File: src/rtl/device_liveness_hysteresis_table_macros.svh
// Assertion macros used by the liveness table datapath.
`ifndef DEVICE_LIVENESS_HYSTERESIS_TABLE_MACROS_SVH
`define DEVICE_LIVENESS_HYSTERESIS_TABLE_MACROS_SVH

`ifndef ASSERT_OFF
// Property that must hold at every clock edge outside reset.
`define DLHT_ASSERT(label, clk, rst, prop) \
   label: assert property (@(posedge clk) disable iff (rst) (prop)) \
      else $error("dlht assertion failed");
// Condition in one cycle that forces a consequence in the next.
`define DLHT_ASSERT_NEXT(label, clk, rst, pre, post) \
   label: assert property (@(posedge clk) disable iff (rst) (pre) |=> (post)) \
      else $error("dlht assertion failed");
`else
`define DLHT_ASSERT(label, clk, rst, prop)
`define DLHT_ASSERT_NEXT(label, clk, rst, pre, post)
`endif

`endif

File: src/rtl/dlht_pkg.sv
// Types and constants of the device liveness table.
package dlht_pkg;

   localparam int FUNC_BITS      = 2;
   localparam int KEY_FIELD_BITS = 16;
   localparam int SLOT_BITS      = 4;
   localparam int TIME_BITS      = 48;
   localparam int RUN_BITS       = 4;
   localparam int ONLINE_BITS    = 5;
   localparam int ERR_BITS       = 32;
   localparam int CSR_IDX_BITS   = 2;
   localparam int CSR_DATA_BITS  = 4;
   localparam int MAX_RESULTS    = 16;
   localparam int ONLINE_SAT     = 31;

   localparam logic [RUN_BITS-1:0] RUN_MAX     = 4'd15;
   localparam logic [ERR_BITS-1:0] ERR_MAX     = 32'hFFFF_FFFF;
   localparam logic [RUN_BITS-1:0] SUCC_THR_RST = 4'd2;
   localparam logic [RUN_BITS-1:0] FAIL_THR_RST = 4'd3;

   typedef enum logic [FUNC_BITS-1:0] {
      FN_SUCCESS = 2'd0,
      FN_FAILURE = 2'd1,
      FN_READ    = 2'd2,
      FN_REPUB   = 2'd3
   } dlht_func_type;

   typedef enum logic [1:0] {
      ST_UNKNOWN = 2'd0,
      ST_ONLINE  = 2'd1,
      ST_OFFLINE = 2'd2
   } dlht_state_type;

   typedef enum logic [2:0] {
      EV_NONE    = 3'd0,
      EV_ONLINE  = 3'd1,
      EV_OFFLINE = 3'd2,
      EV_FULL    = 3'd3,
      EV_REPUB   = 3'd4
   } dlht_event_type;

   typedef enum logic [CSR_IDX_BITS-1:0] {
      CSR_ENABLE    = 2'd0,
      CSR_SUCC_THR  = 2'd1,
      CSR_FAIL_THR  = 2'd2,
      CSR_PER_DEV   = 2'd3
   } dlht_csr_type;

   typedef struct packed {
      dlht_event_type        event_res;
      logic [SLOT_BITS-1:0]  slot;
      logic [KEY_FIELD_BITS-1:0] key_out;
      logic                  entry_valid;
      dlht_state_type        entry_state;
      logic [TIME_BITS-1:0]  last_ok_ms;
      logic [RUN_BITS-1:0]   fail_run;
      logic [ONLINE_BITS-1:0] online_count;
      logic [ERR_BITS-1:0]   error_total;
      logic                  per_device_report;
      logic                  last;
   } dlht_rsp_type;

   // Controller to datapath
   typedef struct packed {
      logic accept;
      logic read_slot;
      logic scan_start;
      logic scan_step;
      logic scan_resume;
      logic out_slot;
      logic out_full;
      logic out_pub;
      logic commit;
      logic use_new;
   } dlht_cmd_type;

   // Datapath to controller
   typedef struct packed {
      dlht_func_type func;
      logic          enabled;
      logic          hit;
      logic          scan_done;
      logic          table_full;
      logic          out_free;
      logic          pub_last;
   } dlht_stat_type;

   // Online count as reported, saturating
   function automatic logic [ONLINE_BITS-1:0] online_sat(input logic [31:0] cnt);
      logic [ONLINE_BITS-1:0] res;
      if (cnt > 32'(ONLINE_SAT)) begin
         res = ONLINE_BITS'(ONLINE_SAT);
      end else begin
         res = cnt[ONLINE_BITS-1:0];
      end
      return res;
   endfunction

endpackage

File: src/rtl/dlht_req_if.sv
// Request channel: one event or query word per handshake.
interface dlht_req_if;
   import dlht_pkg::*;

   logic                      valid;
   logic                      ready;
   logic [FUNC_BITS-1:0]      func;
   logic [KEY_FIELD_BITS-1:0] device_key;
   logic [SLOT_BITS-1:0]      slot_index;
   logic [TIME_BITS-1:0]      time_ms;

   modport source(output valid, func, device_key, slot_index, time_ms, input ready);
   modport sink(input valid, func, device_key, slot_index, time_ms, output ready);
endinterface

File: src/rtl/dlht_rsp_if.sv
// Response channel: one result word per handshake.
interface dlht_rsp_if;
   import dlht_pkg::*;

   logic                      valid;
   logic                      ready;
   logic [2:0]                event_res;
   logic [SLOT_BITS-1:0]      slot;
   logic [KEY_FIELD_BITS-1:0] key_out;
   logic                      entry_valid;
   logic [1:0]                entry_state;
   logic [TIME_BITS-1:0]      last_ok_ms;
   logic [RUN_BITS-1:0]       fail_run;
   logic [ONLINE_BITS-1:0]    online_count;
   logic [ERR_BITS-1:0]       error_total;
   logic                      per_device_report;
   logic                      last;

   modport source(output valid, event_res, slot, key_out, entry_valid, entry_state,
                  last_ok_ms, fail_run, online_count, error_total,
                  per_device_report, last, input ready);
   modport sink(input valid, event_res, slot, key_out, entry_valid, entry_state,
                last_ok_ms, fail_run, online_count, error_total,
                per_device_report, last, output ready);
endinterface

File: src/rtl/device_liveness_hysteresis_table.sv
// Device liveness table with hysteresis: top level.
//
// Each request word carries a function code, a device key, a slot index and
// the current time. Success and failure events look the key up among the
// used slots (or claim the next free one), update its streaks and return one
// result word; a slot read returns one word; a republish returns one word per
// online entry, the final word marked by last. Events and republish return
// nothing while the block is disabled. Configuration writes go through the
// csr_ port; the user is to make them only while the block is idle, as the
// block itself does not enforce this.
// A request is accepted, then started; an event's key scan reads the table
// memory one slot a cycle over the used slots, and the found or claimed
// entry is written back as its result is loaded. A republish resumes the
// scan after each online entry it reports. The table memory has one read port.
// Reset empties the table, clears the error and online counts and restores
// the register defaults; it is immediate, with no clearing pass.
// The result sits in an output register; a new request is taken while it
// waits, and the sequencer holds the next result until the receiver takes it.
module device_liveness_hysteresis_table #(
   parameter int TABLE_SLOTS = 16,
   parameter int KEY_BITS    = 16
) (
   input  logic                               clock,
   input  logic                               reset,
   input  logic                               csr_write_enable,
   input  logic [dlht_pkg::CSR_IDX_BITS-1:0]  csr_index,
   input  logic [dlht_pkg::CSR_DATA_BITS-1:0] csr_write_data,
   dlht_req_if.sink                           req_chan,
   dlht_rsp_if.source                         rsp_chan
);
   import dlht_pkg::*;

   dlht_cmd_type  cmd;
   dlht_stat_type stat;
   logic          req_ready;

   assign req_chan.ready = req_ready;

   dlht_ctrl u_ctrl (
      .clock     (clock),
      .reset     (reset),
      .req_valid (req_chan.valid),
      .req_ready (req_ready),
      .stat      (stat),
      .cmd       (cmd)
   );

   dlht_datapath #(
      .TABLE_SLOTS (TABLE_SLOTS),
      .KEY_BITS    (KEY_BITS)
   ) u_datapath (
      .clock            (clock),
      .reset            (reset),
      .csr_write_enable (csr_write_enable),
      .csr_index        (csr_index),
      .csr_write_data   (csr_write_data),
      .in_func          (req_chan.func),
      .in_key           (req_chan.device_key),
      .in_slot          (req_chan.slot_index),
      .in_time          (req_chan.time_ms),
      .cmd              (cmd),
      .stat             (stat),
      .rsp_chan         (rsp_chan)
   );
endmodule

File: src/rtl/dlht_ram.sv
// Generic single-write, single-read RAM with registered read data.
module dlht_ram #(
   parameter int WIDTH = 8,
   parameter int DEPTH = 16
) (
   input  logic                                      clock,
   input  logic                                      wr_en,
   input  logic [((DEPTH > 1) ? $clog2(DEPTH) : 1)-1:0] wr_addr,
   input  logic [WIDTH-1:0]                          wr_data,
   input  logic                                      rd_en,
   input  logic [((DEPTH > 1) ? $clog2(DEPTH) : 1)-1:0] rd_addr,
   output logic [WIDTH-1:0]                          rd_data
);
   logic [WIDTH-1:0] mem_ff [DEPTH];
   logic [WIDTH-1:0] rd_data_ff;

   always_ff @(posedge clock) begin
      if (wr_en) begin
         mem_ff[wr_addr] <= wr_data;
      end
      if (rd_en) begin
         rd_data_ff <= mem_ff[rd_addr];
      end
   end

   assign rd_data = rd_data_ff;
endmodule

File: src/rtl/dlht_ctrl.sv
// Sequencer of the liveness table: accept, scan, update and report.
module dlht_ctrl (
   input  logic                   clock,
   input  logic                   reset,
   input  logic                   req_valid,
   output logic                   req_ready,
   input  dlht_pkg::dlht_stat_type stat,
   output dlht_pkg::dlht_cmd_type  cmd
);
   import dlht_pkg::*;

   typedef enum logic [2:0] {
      S_IDLE,
      S_START,
      S_SLOT,
      S_SCAN,
      S_PUB,
      S_FULL,
      S_UPD
   } state_type;

   state_type state_ff, state_in;
   logic      new_ff, new_in;

   always_comb begin
      state_in  = state_ff;
      new_in    = new_ff;
      cmd       = '0;
      req_ready = (state_ff == S_IDLE);
      case (state_ff)
         S_IDLE: begin
            if (req_valid) begin
               cmd.accept = 1'b1;
               state_in   = S_START;
            end
         end
         S_START: begin
            if (stat.func == FN_READ) begin
               cmd.read_slot = 1'b1;
               state_in      = S_SLOT;
            end else if (!stat.enabled) begin
               state_in = S_IDLE;
            end else begin
               cmd.scan_start = 1'b1;
               state_in       = S_SCAN;
            end
         end
         S_SLOT: begin
            if (stat.out_free) begin
               cmd.out_slot = 1'b1;
               state_in     = S_IDLE;
            end
         end
         S_SCAN: begin
            if (stat.hit) begin
               if (stat.func == FN_REPUB) begin
                  state_in = S_PUB;
               end else begin
                  new_in   = 1'b0;
                  state_in = S_UPD;
               end
            end else if (stat.scan_done) begin
               if (stat.func == FN_REPUB) begin
                  state_in = S_IDLE;
               end else if (stat.table_full) begin
                  state_in = S_FULL;
               end else begin
                  // claim the lowest free slot
                  new_in   = 1'b1;
                  state_in = S_UPD;
               end
            end else begin
               cmd.scan_step = 1'b1;
            end
         end
         S_PUB: begin
            if (stat.out_free) begin
               cmd.out_pub = 1'b1;
               if (stat.pub_last) begin
                  state_in = S_IDLE;
               end else begin
                  cmd.scan_resume = 1'b1;
                  state_in        = S_SCAN;
               end
            end
         end
         S_FULL: begin
            if (stat.out_free) begin
               cmd.out_full = 1'b1;
               state_in     = S_IDLE;
            end
         end
         S_UPD: begin
            cmd.use_new = new_ff;
            if (stat.out_free) begin
               cmd.commit = 1'b1;
               state_in   = S_IDLE;
            end
         end
         default: begin
            state_in = S_IDLE;
         end
      endcase
   end

   always_ff @(posedge clock) begin
      if (reset) begin
         state_ff <= S_IDLE;
         new_ff   <= 1'b0;
      end else begin
         state_ff <= state_in;
         new_ff   <= new_in;
      end
   end
endmodule

File: src/rtl/dlht_datapath.sv
// Table storage, scan counters, entry update and the response register.
`include "device_liveness_hysteresis_table_macros.svh"

module dlht_datapath #(
   parameter int TABLE_SLOTS = 16,
   parameter int KEY_BITS    = 16
) (
   input  logic                                  clock,
   input  logic                                  reset,
   input  logic                                  csr_write_enable,
   input  logic [dlht_pkg::CSR_IDX_BITS-1:0]     csr_index,
   input  logic [dlht_pkg::CSR_DATA_BITS-1:0]    csr_write_data,
   input  logic [dlht_pkg::FUNC_BITS-1:0]        in_func,
   input  logic [dlht_pkg::KEY_FIELD_BITS-1:0]   in_key,
   input  logic [dlht_pkg::SLOT_BITS-1:0]        in_slot,
   input  logic [dlht_pkg::TIME_BITS-1:0]        in_time,
   input  dlht_pkg::dlht_cmd_type                cmd,
   output dlht_pkg::dlht_stat_type               stat,
   dlht_rsp_if.source                            rsp_chan
);
   import dlht_pkg::*;

   localparam int KEY_W  = (KEY_BITS < KEY_FIELD_BITS) ? KEY_BITS : KEY_FIELD_BITS;
   localparam int SLOT_W = (TABLE_SLOTS > 1) ? $clog2(TABLE_SLOTS) : 1;
   localparam int CNT_W  = $clog2(TABLE_SLOTS + 1);

   typedef struct packed {
      logic [KEY_W-1:0]    key;
      dlht_state_type      state;
      logic [RUN_BITS-1:0] srun;
      logic [RUN_BITS-1:0] frun;
      logic [TIME_BITS-1:0] seen;
   } entry_type;

   localparam int ENT_W = $bits(entry_type);

   // request word
   dlht_func_type        func_ff, func_in;
   logic [KEY_W-1:0]     key_ff, key_in;
   logic [SLOT_BITS-1:0] sidx_ff, sidx_in;
   logic [TIME_BITS-1:0] time_ff, time_in;

   // configuration
   logic                 enable_ff, enable_in;
   logic [RUN_BITS-1:0]  sthr_ff, sthr_in;
   logic [RUN_BITS-1:0]  fthr_ff, fthr_in;
   logic                 pdm_ff, pdm_in;

   // table bookkeeping and scan
   logic [CNT_W-1:0]     fill_ff, fill_in;
   logic [CNT_W-1:0]     online_ff, online_in;
   logic [ERR_BITS-1:0]  err_ff, err_in;
   logic [CNT_W-1:0]     rd_idx_ff, rd_idx_in;
   logic [SLOT_W-1:0]    chk_idx_ff, chk_idx_in;
   logic                 chk_vld_ff, chk_vld_in;
   logic [ONLINE_BITS-1:0] pub_n_ff, pub_n_in;

   // response register
   dlht_rsp_type         out_ff, out_in;
   logic                 rsp_valid_ff, rsp_valid_in;

   // memory port
   logic                 ram_we, ram_re;
   logic [SLOT_W-1:0]    ram_waddr, ram_raddr;
   logic [ENT_W-1:0]     ram_wdata, ram_rdata;
   entry_type            ent_rd;

   // update
   entry_type            base, upd;
   dlht_event_type       upd_ev;
   logic [SLOT_W-1:0]    upd_slot;
   logic [CNT_W-1:0]     online_upd;
   logic [ERR_BITS-1:0]  err_upd;
   logic [RUN_BITS-1:0]  thr_s, thr_f;

   logic                 slot_ok, hit, out_free, pub_last, table_full, out_load;

   assign ent_rd = entry_type'(ram_rdata);

   assign slot_ok    = (32'(sidx_ff) < 32'(fill_ff));
   assign table_full = (fill_ff >= CNT_W'(TABLE_SLOTS));
   assign out_free   = !rsp_valid_ff || rsp_chan.ready;
   assign out_load   = cmd.commit || cmd.out_pub || cmd.out_slot || cmd.out_full;
   assign pub_last   = ((32'(pub_n_ff) + 32'd1) == 32'(online_ff)) ||
                       (pub_n_ff == ONLINE_BITS'(MAX_RESULTS - 1));

   always_comb begin
      hit = 1'b0;
      if (chk_vld_ff) begin
         if (func_ff == FN_REPUB) begin
            hit = (ent_rd.state == ST_ONLINE);
         end else begin
            hit = (ent_rd.key == key_ff);
         end
      end
   end

   always_comb begin
      stat.func       = func_ff;
      stat.enabled    = enable_ff;
      stat.hit        = hit;
      stat.scan_done  = !hit && (rd_idx_ff >= fill_ff);
      stat.table_full = table_full;
      stat.out_free   = out_free;
      stat.pub_last   = pub_last;
   end

   // entry update for a success or failure event
   always_comb begin
      if (cmd.use_new) begin
         base.key   = key_ff;
         base.state = ST_UNKNOWN;
         base.srun  = '0;
         base.frun  = '0;
         base.seen  = '0;
         upd_slot   = fill_ff[SLOT_W-1:0];
      end else begin
         base     = ent_rd;
         upd_slot = chk_idx_ff;
      end
      thr_s      = (sthr_ff == '0) ? RUN_BITS'(1) : sthr_ff;
      thr_f      = (fthr_ff == '0) ? RUN_BITS'(1) : fthr_ff;
      upd        = base;
      upd_ev     = EV_NONE;
      online_upd = online_ff;
      err_upd    = err_ff;
      if (func_ff == FN_SUCCESS) begin
         upd.frun = '0;
         upd.srun = (base.srun == RUN_MAX) ? base.srun : base.srun + RUN_BITS'(1);
         upd.seen = time_ff;
         if (base.state != ST_ONLINE && upd.srun >= thr_s) begin
            upd.state  = ST_ONLINE;
            upd_ev     = EV_ONLINE;
            online_upd = online_ff + CNT_W'(1);
         end
      end else begin
         upd.srun = '0;
         upd.frun = (base.frun == RUN_MAX) ? base.frun : base.frun + RUN_BITS'(1);
         err_upd  = (err_ff == ERR_MAX) ? err_ff : err_ff + ERR_BITS'(1);
         if (base.state != ST_OFFLINE && upd.frun >= thr_f) begin
            upd.state = ST_OFFLINE;
            upd_ev    = EV_OFFLINE;
            if (base.state == ST_ONLINE) begin
               online_upd = online_ff - CNT_W'(1);
            end
         end
      end
   end

   always_comb begin
      ram_we    = cmd.commit;
      ram_waddr = upd_slot;
      ram_wdata = ENT_W'(upd);
      ram_re    = (cmd.read_slot && slot_ok) || cmd.scan_step;
      ram_raddr = cmd.read_slot ? SLOT_W'(sidx_ff) : rd_idx_ff[SLOT_W-1:0];
   end

   dlht_ram #(
      .WIDTH (ENT_W),
      .DEPTH (TABLE_SLOTS)
   ) u_table (
      .clock   (clock),
      .wr_en   (ram_we),
      .wr_addr (ram_waddr),
      .wr_data (ram_wdata),
      .rd_en   (ram_re),
      .rd_addr (ram_raddr),
      .rd_data (ram_rdata)
   );

   // request word, configuration and counters
   always_comb begin
      func_in = func_ff;
      key_in  = key_ff;
      sidx_in = sidx_ff;
      time_in = time_ff;
      if (cmd.accept) begin
         func_in = dlht_func_type'(in_func);
         key_in  = in_key[KEY_W-1:0];
         sidx_in = in_slot;
         time_in = in_time;
      end

      enable_in = enable_ff;
      sthr_in   = sthr_ff;
      fthr_in   = fthr_ff;
      pdm_in    = pdm_ff;
      if (csr_write_enable) begin
         case (dlht_csr_type'(csr_index))
            CSR_ENABLE:   enable_in = csr_write_data[0];
            CSR_SUCC_THR: sthr_in   = csr_write_data[RUN_BITS-1:0];
            CSR_FAIL_THR: fthr_in   = csr_write_data[RUN_BITS-1:0];
            CSR_PER_DEV:  pdm_in    = csr_write_data[0];
            default: ;
         endcase
      end

      fill_in   = fill_ff;
      online_in = online_ff;
      err_in    = err_ff;
      if (cmd.commit) begin
         online_in = online_upd;
         err_in    = err_upd;
         if (cmd.use_new) begin
            fill_in = fill_ff + CNT_W'(1);
         end
      end

      rd_idx_in  = rd_idx_ff;
      chk_idx_in = chk_idx_ff;
      chk_vld_in = chk_vld_ff;
      pub_n_in   = pub_n_ff;
      if (cmd.scan_start) begin
         rd_idx_in  = '0;
         chk_vld_in = 1'b0;
         pub_n_in   = '0;
      end else if (cmd.scan_step) begin
         // read ahead one slot while the previous one is checked
         rd_idx_in  = rd_idx_ff + CNT_W'(1);
         chk_idx_in = rd_idx_ff[SLOT_W-1:0];
         chk_vld_in = 1'b1;
      end else if (cmd.scan_resume) begin
         rd_idx_in  = CNT_W'(chk_idx_ff) + CNT_W'(1);
         chk_vld_in = 1'b0;
      end
      if (cmd.out_pub) begin
         pub_n_in = pub_n_ff + ONLINE_BITS'(1);
      end
   end

   // response word
   always_comb begin
      out_in       = out_ff;
      rsp_valid_in = rsp_valid_ff && !rsp_chan.ready;
      if (out_load) begin
         rsp_valid_in = 1'b1;
      end
      if (cmd.commit) begin
         out_in.event_res         = upd_ev;
         out_in.slot              = SLOT_BITS'(upd_slot);
         out_in.key_out           = KEY_FIELD_BITS'(upd.key);
         out_in.entry_valid       = 1'b1;
         out_in.entry_state       = upd.state;
         out_in.last_ok_ms        = upd.seen;
         out_in.fail_run          = upd.frun;
         out_in.online_count      = online_sat(32'(online_upd));
         out_in.error_total       = err_upd;
         out_in.per_device_report = pdm_ff;
         out_in.last              = 1'b1;
      end else if (cmd.out_pub || (cmd.out_slot && slot_ok)) begin
         out_in.event_res         = cmd.out_pub ? EV_REPUB : EV_NONE;
         out_in.slot              = cmd.out_pub ? SLOT_BITS'(chk_idx_ff) : sidx_ff;
         out_in.key_out           = KEY_FIELD_BITS'(ent_rd.key);
         out_in.entry_valid       = 1'b1;
         out_in.entry_state       = ent_rd.state;
         out_in.last_ok_ms        = ent_rd.seen;
         out_in.fail_run          = ent_rd.frun;
         out_in.online_count      = online_sat(32'(online_ff));
         out_in.error_total       = err_ff;
         out_in.per_device_report = cmd.out_pub;
         out_in.last              = cmd.out_pub ? pub_last : 1'b1;
      end else if (cmd.out_slot || cmd.out_full) begin
         out_in.event_res         = cmd.out_full ? EV_FULL : EV_NONE;
         out_in.slot              = cmd.out_full ? '0 : sidx_ff;
         out_in.key_out           = cmd.out_full ? KEY_FIELD_BITS'(key_ff) : '0;
         out_in.entry_valid       = 1'b0;
         out_in.entry_state       = ST_UNKNOWN;
         out_in.last_ok_ms        = '0;
         out_in.fail_run          = '0;
         out_in.online_count      = online_sat(32'(online_ff));
         out_in.error_total       = err_ff;
         out_in.per_device_report = cmd.out_full ? pdm_ff : 1'b0;
         out_in.last              = 1'b1;
      end
   end

   always_ff @(posedge clock) begin
      if (reset) begin
         enable_in_reset: begin
            enable_ff <= 1'b1;
            sthr_ff   <= SUCC_THR_RST;
            fthr_ff   <= FAIL_THR_RST;
            pdm_ff    <= 1'b1;
         end
         fill_ff      <= '0;
         online_ff    <= '0;
         err_ff       <= '0;
         rd_idx_ff    <= '0;
         chk_vld_ff   <= 1'b0;
         pub_n_ff     <= '0;
         rsp_valid_ff <= 1'b0;
      end else begin
         enable_ff    <= enable_in;
         sthr_ff      <= sthr_in;
         fthr_ff      <= fthr_in;
         pdm_ff       <= pdm_in;
         fill_ff      <= fill_in;
         online_ff    <= online_in;
         err_ff       <= err_in;
         rd_idx_ff    <= rd_idx_in;
         chk_vld_ff   <= chk_vld_in;
         pub_n_ff     <= pub_n_in;
         rsp_valid_ff <= rsp_valid_in;
      end
   end

   always_ff @(posedge clock) begin
      func_ff    <= func_in;
      key_ff     <= key_in;
      sidx_ff    <= sidx_in;
      time_ff    <= time_in;
      chk_idx_ff <= chk_idx_in;
      out_ff     <= out_in;
   end

   assign rsp_chan.valid             = rsp_valid_ff;
   assign rsp_chan.event_res         = out_ff.event_res;
   assign rsp_chan.slot              = out_ff.slot;
   assign rsp_chan.key_out           = out_ff.key_out;
   assign rsp_chan.entry_valid       = out_ff.entry_valid;
   assign rsp_chan.entry_state       = out_ff.entry_state;
   assign rsp_chan.last_ok_ms        = out_ff.last_ok_ms;
   assign rsp_chan.fail_run          = out_ff.fail_run;
   assign rsp_chan.online_count      = out_ff.online_count;
   assign rsp_chan.error_total       = out_ff.error_total;
   assign rsp_chan.per_device_report = out_ff.per_device_report;
   assign rsp_chan.last              = out_ff.last;

   `DLHT_ASSERT(a_fill_bound, clock, reset, fill_ff <= CNT_W'(TABLE_SLOTS))
   `DLHT_ASSERT(a_online_le_fill, clock, reset, online_ff <= fill_ff)
   `DLHT_ASSERT(a_load_when_free, clock, reset, out_load |-> out_free)
   `DLHT_ASSERT_NEXT(a_fill_on_commit, clock, reset, !cmd.commit, $stable(fill_ff))
   `DLHT_ASSERT_NEXT(a_err_on_failure, clock, reset, !(cmd.commit && func_ff == FN_FAILURE), $stable(err_ff))
endmodule

File: src/flat_wrapper.sv
// flat-port wrapper written by rule: the top's interface ports become plain ports
module device_liveness_hysteresis_table_flat import dlht_pkg::*;
#(
   parameter int TABLE_SLOTS = 16,
   parameter int KEY_BITS    = 16
)
  (clock, reset, csr_write_enable, csr_index, csr_write_data, req_chan_valid, req_chan_func, req_chan_device_key, req_chan_slot_index, req_chan_time_ms, req_chan_ready, rsp_chan_valid, rsp_chan_event_res, rsp_chan_slot, rsp_chan_key_out, rsp_chan_entry_valid, rsp_chan_entry_state, rsp_chan_last_ok_ms, rsp_chan_fail_run, rsp_chan_online_count, rsp_chan_error_total, rsp_chan_per_device_report, rsp_chan_last, rsp_chan_ready);
  dlht_req_if req_chan_i ();
  dlht_rsp_if rsp_chan_i ();
  input  logic clock;
  input  logic reset;
  input  logic csr_write_enable;
  input  logic [dlht_pkg::CSR_IDX_BITS-1:0] csr_index;
  input  logic [dlht_pkg::CSR_DATA_BITS-1:0] csr_write_data;
  input wire logic [$bits(req_chan_i.valid)-1:0] req_chan_valid;
  input wire logic [$bits(req_chan_i.func)-1:0] req_chan_func;
  input wire logic [$bits(req_chan_i.device_key)-1:0] req_chan_device_key;
  input wire logic [$bits(req_chan_i.slot_index)-1:0] req_chan_slot_index;
  input wire logic [$bits(req_chan_i.time_ms)-1:0] req_chan_time_ms;
  output wire logic [$bits(req_chan_i.ready)-1:0] req_chan_ready;
  output wire logic [$bits(rsp_chan_i.valid)-1:0] rsp_chan_valid;
  output wire logic [$bits(rsp_chan_i.event_res)-1:0] rsp_chan_event_res;
  output wire logic [$bits(rsp_chan_i.slot)-1:0] rsp_chan_slot;
  output wire logic [$bits(rsp_chan_i.key_out)-1:0] rsp_chan_key_out;
  output wire logic [$bits(rsp_chan_i.entry_valid)-1:0] rsp_chan_entry_valid;
  output wire logic [$bits(rsp_chan_i.entry_state)-1:0] rsp_chan_entry_state;
  output wire logic [$bits(rsp_chan_i.last_ok_ms)-1:0] rsp_chan_last_ok_ms;
  output wire logic [$bits(rsp_chan_i.fail_run)-1:0] rsp_chan_fail_run;
  output wire logic [$bits(rsp_chan_i.online_count)-1:0] rsp_chan_online_count;
  output wire logic [$bits(rsp_chan_i.error_total)-1:0] rsp_chan_error_total;
  output wire logic [$bits(rsp_chan_i.per_device_report)-1:0] rsp_chan_per_device_report;
  output wire logic [$bits(rsp_chan_i.last)-1:0] rsp_chan_last;
  input wire logic [$bits(rsp_chan_i.ready)-1:0] rsp_chan_ready;
  assign req_chan_i.valid = req_chan_valid;
  assign req_chan_i.func = req_chan_func;
  assign req_chan_i.device_key = req_chan_device_key;
  assign req_chan_i.slot_index = req_chan_slot_index;
  assign req_chan_i.time_ms = req_chan_time_ms;
  assign req_chan_ready = req_chan_i.ready;
  assign rsp_chan_valid = rsp_chan_i.valid;
  assign rsp_chan_event_res = rsp_chan_i.event_res;
  assign rsp_chan_slot = rsp_chan_i.slot;
  assign rsp_chan_key_out = rsp_chan_i.key_out;
  assign rsp_chan_entry_valid = rsp_chan_i.entry_valid;
  assign rsp_chan_entry_state = rsp_chan_i.entry_state;
  assign rsp_chan_last_ok_ms = rsp_chan_i.last_ok_ms;
  assign rsp_chan_fail_run = rsp_chan_i.fail_run;
  assign rsp_chan_online_count = rsp_chan_i.online_count;
  assign rsp_chan_error_total = rsp_chan_i.error_total;
  assign rsp_chan_per_device_report = rsp_chan_i.per_device_report;
  assign rsp_chan_last = rsp_chan_i.last;
  assign rsp_chan_i.ready = rsp_chan_ready;
  device_liveness_hysteresis_table #(.TABLE_SLOTS(TABLE_SLOTS), .KEY_BITS(KEY_BITS)) u_core (.clock(clock), .reset(reset), .csr_write_enable(csr_write_enable), .csr_index(csr_index), .csr_write_data(csr_write_data), .req_chan(req_chan_i), .rsp_chan(rsp_chan_i));
endmodule
File: config.mk
export PLATFORM = sky130hd
export DESIGN_NAME = device_liveness_hysteresis_table_flat
export DESIGN_NICKNAME = d
export VERILOG_FILES = /design/src/rtl/dlht_pkg.sv /design/src/rtl/dlht_req_if.sv /design/src/rtl/dlht_rsp_if.sv /design/src/rtl/device_liveness_hysteresis_table.sv /design/src/rtl/dlht_ram.sv /design/src/rtl/dlht_ctrl.sv /design/src/rtl/dlht_datapath.sv /design/src/flat_wrapper.sv
export VERILOG_INCLUDE_DIRS = /design/src /design/src/rtl
export SDC_FILE = /design/constraint.sdc
export NUM_CORES = 2
export LEC_CHECK = 0
export ABC_AREA = 1
export ABC_CLOCK_PERIOD_IN_PS = 9400
export BUFFER_PORTS_ARGS = -buffer_cell sky130_fd_sc_hd__buf_2
export CORE_MARGIN = 3
export CORE_UTILIZATION = 53
export CTS_CLUSTER_SIZE = 24
export DETAILED_ROUTE_END_ITERATION = 10
export PLACE_DENSITY = 0.73
export SYNTH_ARGS = -nofsm -noshare
export SYNTH_HDL_FRONTEND = slang
export SYNTH_SLANG_ARGS = --single-unit
File: constraint.sdc
create_clock -name clock -period 9.4 [get_ports clock]
set_clock_uncertainty 0.2 [all_clocks]
set_input_delay 1.88 -clock clock [delete_from_list [all_inputs] [get_ports clock]]
set_output_delay 1.88 -clock clock [all_outputs]
set_load 0.03 [all_outputs]
==> out/qor.yml <==
synth_area_mm2: 0.0610
grt_pass1_vias: 39000
setup_viol: 0
die_w_um: 345
pwr-share-comb_pct: 16.0
die_h_um: 345
max_freq_mhz: 179
hold_violations: 0
port_buffers: 199
final_cells: 6557
critPathKind: "in -> reg"
cts.reportedPaths.clkPinSlew_ns: 0.06
hold_path.startpoint: "u_core.u_datapath.chk_vld_ff"
seqPwrFrac_pct: 49.3
period_share_pct: 59.4
place_inst: 6282
vdd_drop_max_v: 0.000215
worst_pin_slew_ns: 1.34
finalPower_mw: 16.6
hold_class: "reg -> reg"
cp-end-kind: "register"
n_fill_cell: 8494
place_ws_ns: 3.16
required_ns: 9.58
htreeDepth: 4
numCtsBuffers: 153
insertion_delay_ns: 0.77
die-area_mm2: 0.119
maxCapViolCount: 0
rsz0062_at_grt: "false"
period_needed_ns: 5.58
cts_hold_buffers: 0
syn_area_per_cell_um2: 12.7
wire_per_inst_um: 23.9
power_switching_mw: 4.77
crit_fanout: 61
synth.net_count: 4923
critPathLaunch: "rsp_chan_ready"
p_per_area_mw_per_mm2: 243
drt-initial-drc-count: 5558
regArea_mm2: 0.0449
synth_cell_types: 40
io_pins: 200
drt_wl_total_um: 157000
rr_worst_depth: 23
start_util_pct: 53.8
core_area_mm2: 0.113
final.setup.tns_ns: 0
drive_gt1_share_pct: 10.6
multiInputGateArea_mm2: 0.0143
synth_warnings: 0
grt_max_degree: 225
status: "completed"
areaGrowthSynthToFinish_pct: 11.7
cts_max_path_buffers: 3
dr_total_vias: 40800
slew_headroom_pct: 10.6
fp-row-count: 123
cts_resized: 0
hold_slack_ns: 0.286
cts_tree: "done"
worst_ep_arrival_time_ns: 5.76
nets: 5043
ys_ff_latch: 1517
dr.pass1.iters: 6
postCtsSetupBuffers: 0
drc: 0
vias_per_cell: 6.21
startpoint_type: "primary input"
grt_first_pass_wirelength_um: 236000
cts_sinks: 1517
setup_slack_ns: 3.82
p_sw_share_pct: 28.8
track_usage_pct: 25.6
slew_violations: 0
drt.antenna.violating_nets: 0
r2r-start: "u_core.u_ctrl.state_ff[1]"
antenna_found_initial: 4
p_leak_nw: 23.1
internal_power_mw: 11.8
dpl.hpwl_um: 84300
gp_congestion: 0.873
synth_seq_area_share_pct: 73.5
synthCells: 4817
grt.overflow.total: 0
pwr-share-clk_pct: 34.7
hold_depth: 2
cts_root_buf: "clkbuf_16"
-- Yosys cell counts --
library cell  instances  area, um^2
inv_1               213         800
nor4_1                4        25.0
a31o_2                2        17.5
nor3_4                3        48.8
nor4_2                1        12.5
o21ai_1              51         255
clkbuf_1            225         845
edfxtp_1           1447       43500
o22ai_1              68         425
nor3_2                1        10.0
clkbuf_4              1        7.51
dfxtp_1              70        1400
o221ai_1            245        2150
nor3_1               29         145
or2_2                 4        25.0
nand3_2               1        10.0
inv_2                 9        33.8
o31ai_1               2        15.0
a221oi_1              1        8.76
nand3_1             191         956
buf_2                45         225
ha_1                 25         313
o211ai_1             71         533
o21ai_0             682        3410
buf_1                18        67.6
o21ai_4               2        32.5
buf_4                13        97.6
xnor2_1               5        43.8
a21oi_1             176         881
nor2_4                1        11.3
clkinv_1              1        3.75
nor2_1              688        2580
nand2_4               1        11.3
clkbuf_2              3        15.0
xor2_1               22         193
nand2_1             459        1720
nand2_2               4        25.0
a211oi_1              2        15.0
nand4_1              25         156
o21bai_1              6        45.0
-- per-layer routing --
metal | vias up | global-route usage, % | wire length (um)
li1 | 18100 | - | -
met1 | 20000 | 36.4 | 63200
met2 | 2306 | 40.3 | 73300
met3 | 307 | 4.42 | 16000
met4 | 4 | 8.68 | 4540
met5 | - | 0 | 26
-- critical path, cell delays in order --
cell and delay, ns:
buf_2 0.08, nor2_1 0.12, inv_1 0.11, nand3_1 0.14, nor2_4 0.10, buf_4 0.58
inv_4 0.46, nor2_1 0.28, nand2_1 0.18, nor2_4 0.93, buf_4 0.82
-- cell type report --
class,instances,area share (%)
clock inverters,84,0.977
flip-flops and latches,1517,65.8
diodes,1,0.00367
multi-input cells,2772,20.9
inverters,223,1.28
repair buffers,270,2.37
clock buffers,190,5.88
well taps,1500,2.75
-- cell families after synthesis --
| family | count (synthesis) | share of synthesized area [%] |
|---|---|---|
| xor gates and xnor gates | 27 | 0.387 |
| buffers and inverters | 528 | 3.43 |
| AOI/OAI and AO/OA | 1308 | 12.8 |
| DFF | 1517 | 73.5 |
| and+or+nand+nor | 1412 | 9.41 |
| adders and majority gates | 25 | 0.513 |
-- power by group through the flow --
stage / Sequential (mW) / Combinational [mW] / Clock, mW
floorplan: 8.58 / 1.37 / 0
global placement: 8.30 / 2.58 / 0
detailed placement: 8.30 / 2.63 / 0
CTS: 8.17 / 2.64 / 5.80
global route: 8.18 / 2.87 / 6.08
finish: 8.16 / 2.66 / 5.75
-- layout by cell type, fill, tap and decap left out, drive strengths merged, types with 33 or more instances in the layout --
| cell type | instances |
|---|---|
| clkinv | 69 |
| dfxtp | 70 |
| inv | 231 |
| buf | 270 |
| nor2 | 689 |
| edfxtp | 1447 |
| o22ai | 68 |
| o21ai | 735 |
| clkbuf | 190 |
| nor3 | 33 |
| o221ai | 245 |
| nand3 | 192 |
| nand2 | 464 |
| o211ai | 71 |
| a21oi | 176 |
-- worst paths after layout --
path	endpoint	slack, ns
worst max register to register	u_core.u_datapath.rsp_chan.entry_state[0]	4.19
worst min-delay path	u_core.u_datapath.chk_vld_ff	0.29
worst min register to register	u_core.u_datapath.chk_vld_ff	0.29
worst max-delay path	u_core.u_datapath.u_table.mem_ff[8][16]	3.82
-- flip-flops by register name, summed over array words and instances (netlist names), 16 cells and up --
| register | cells |
|---|---|
| u_core.u_datapath.time_ff | 48 |
| u_core.u_datapath.rsp_chan.key_out | 16 |
| u_core.u_datapath.u_table.rd_data | 74 |
| u_core.u_datapath.key_ff | 16 |
| u_core.u_datapath.u_table.mem_ff | 1184 |
| u_core.u_datapath.err_ff | 32 |
| u_core.u_datapath.rsp_chan.error_total | 32 |
| u_core.u_datapath.rsp_chan.last_ok_ms | 48 |
-- metrics by stage --
step,instance area (um^2),util (%)
final,68200,60.1
after detailed placement,63500,56.0
after global placement,63500,56.0
after floorplan,61000,-
after CTS,68200,60.1
after global routing,68200,60.1
Note: power is estimated with default switching activity, not from simulation.
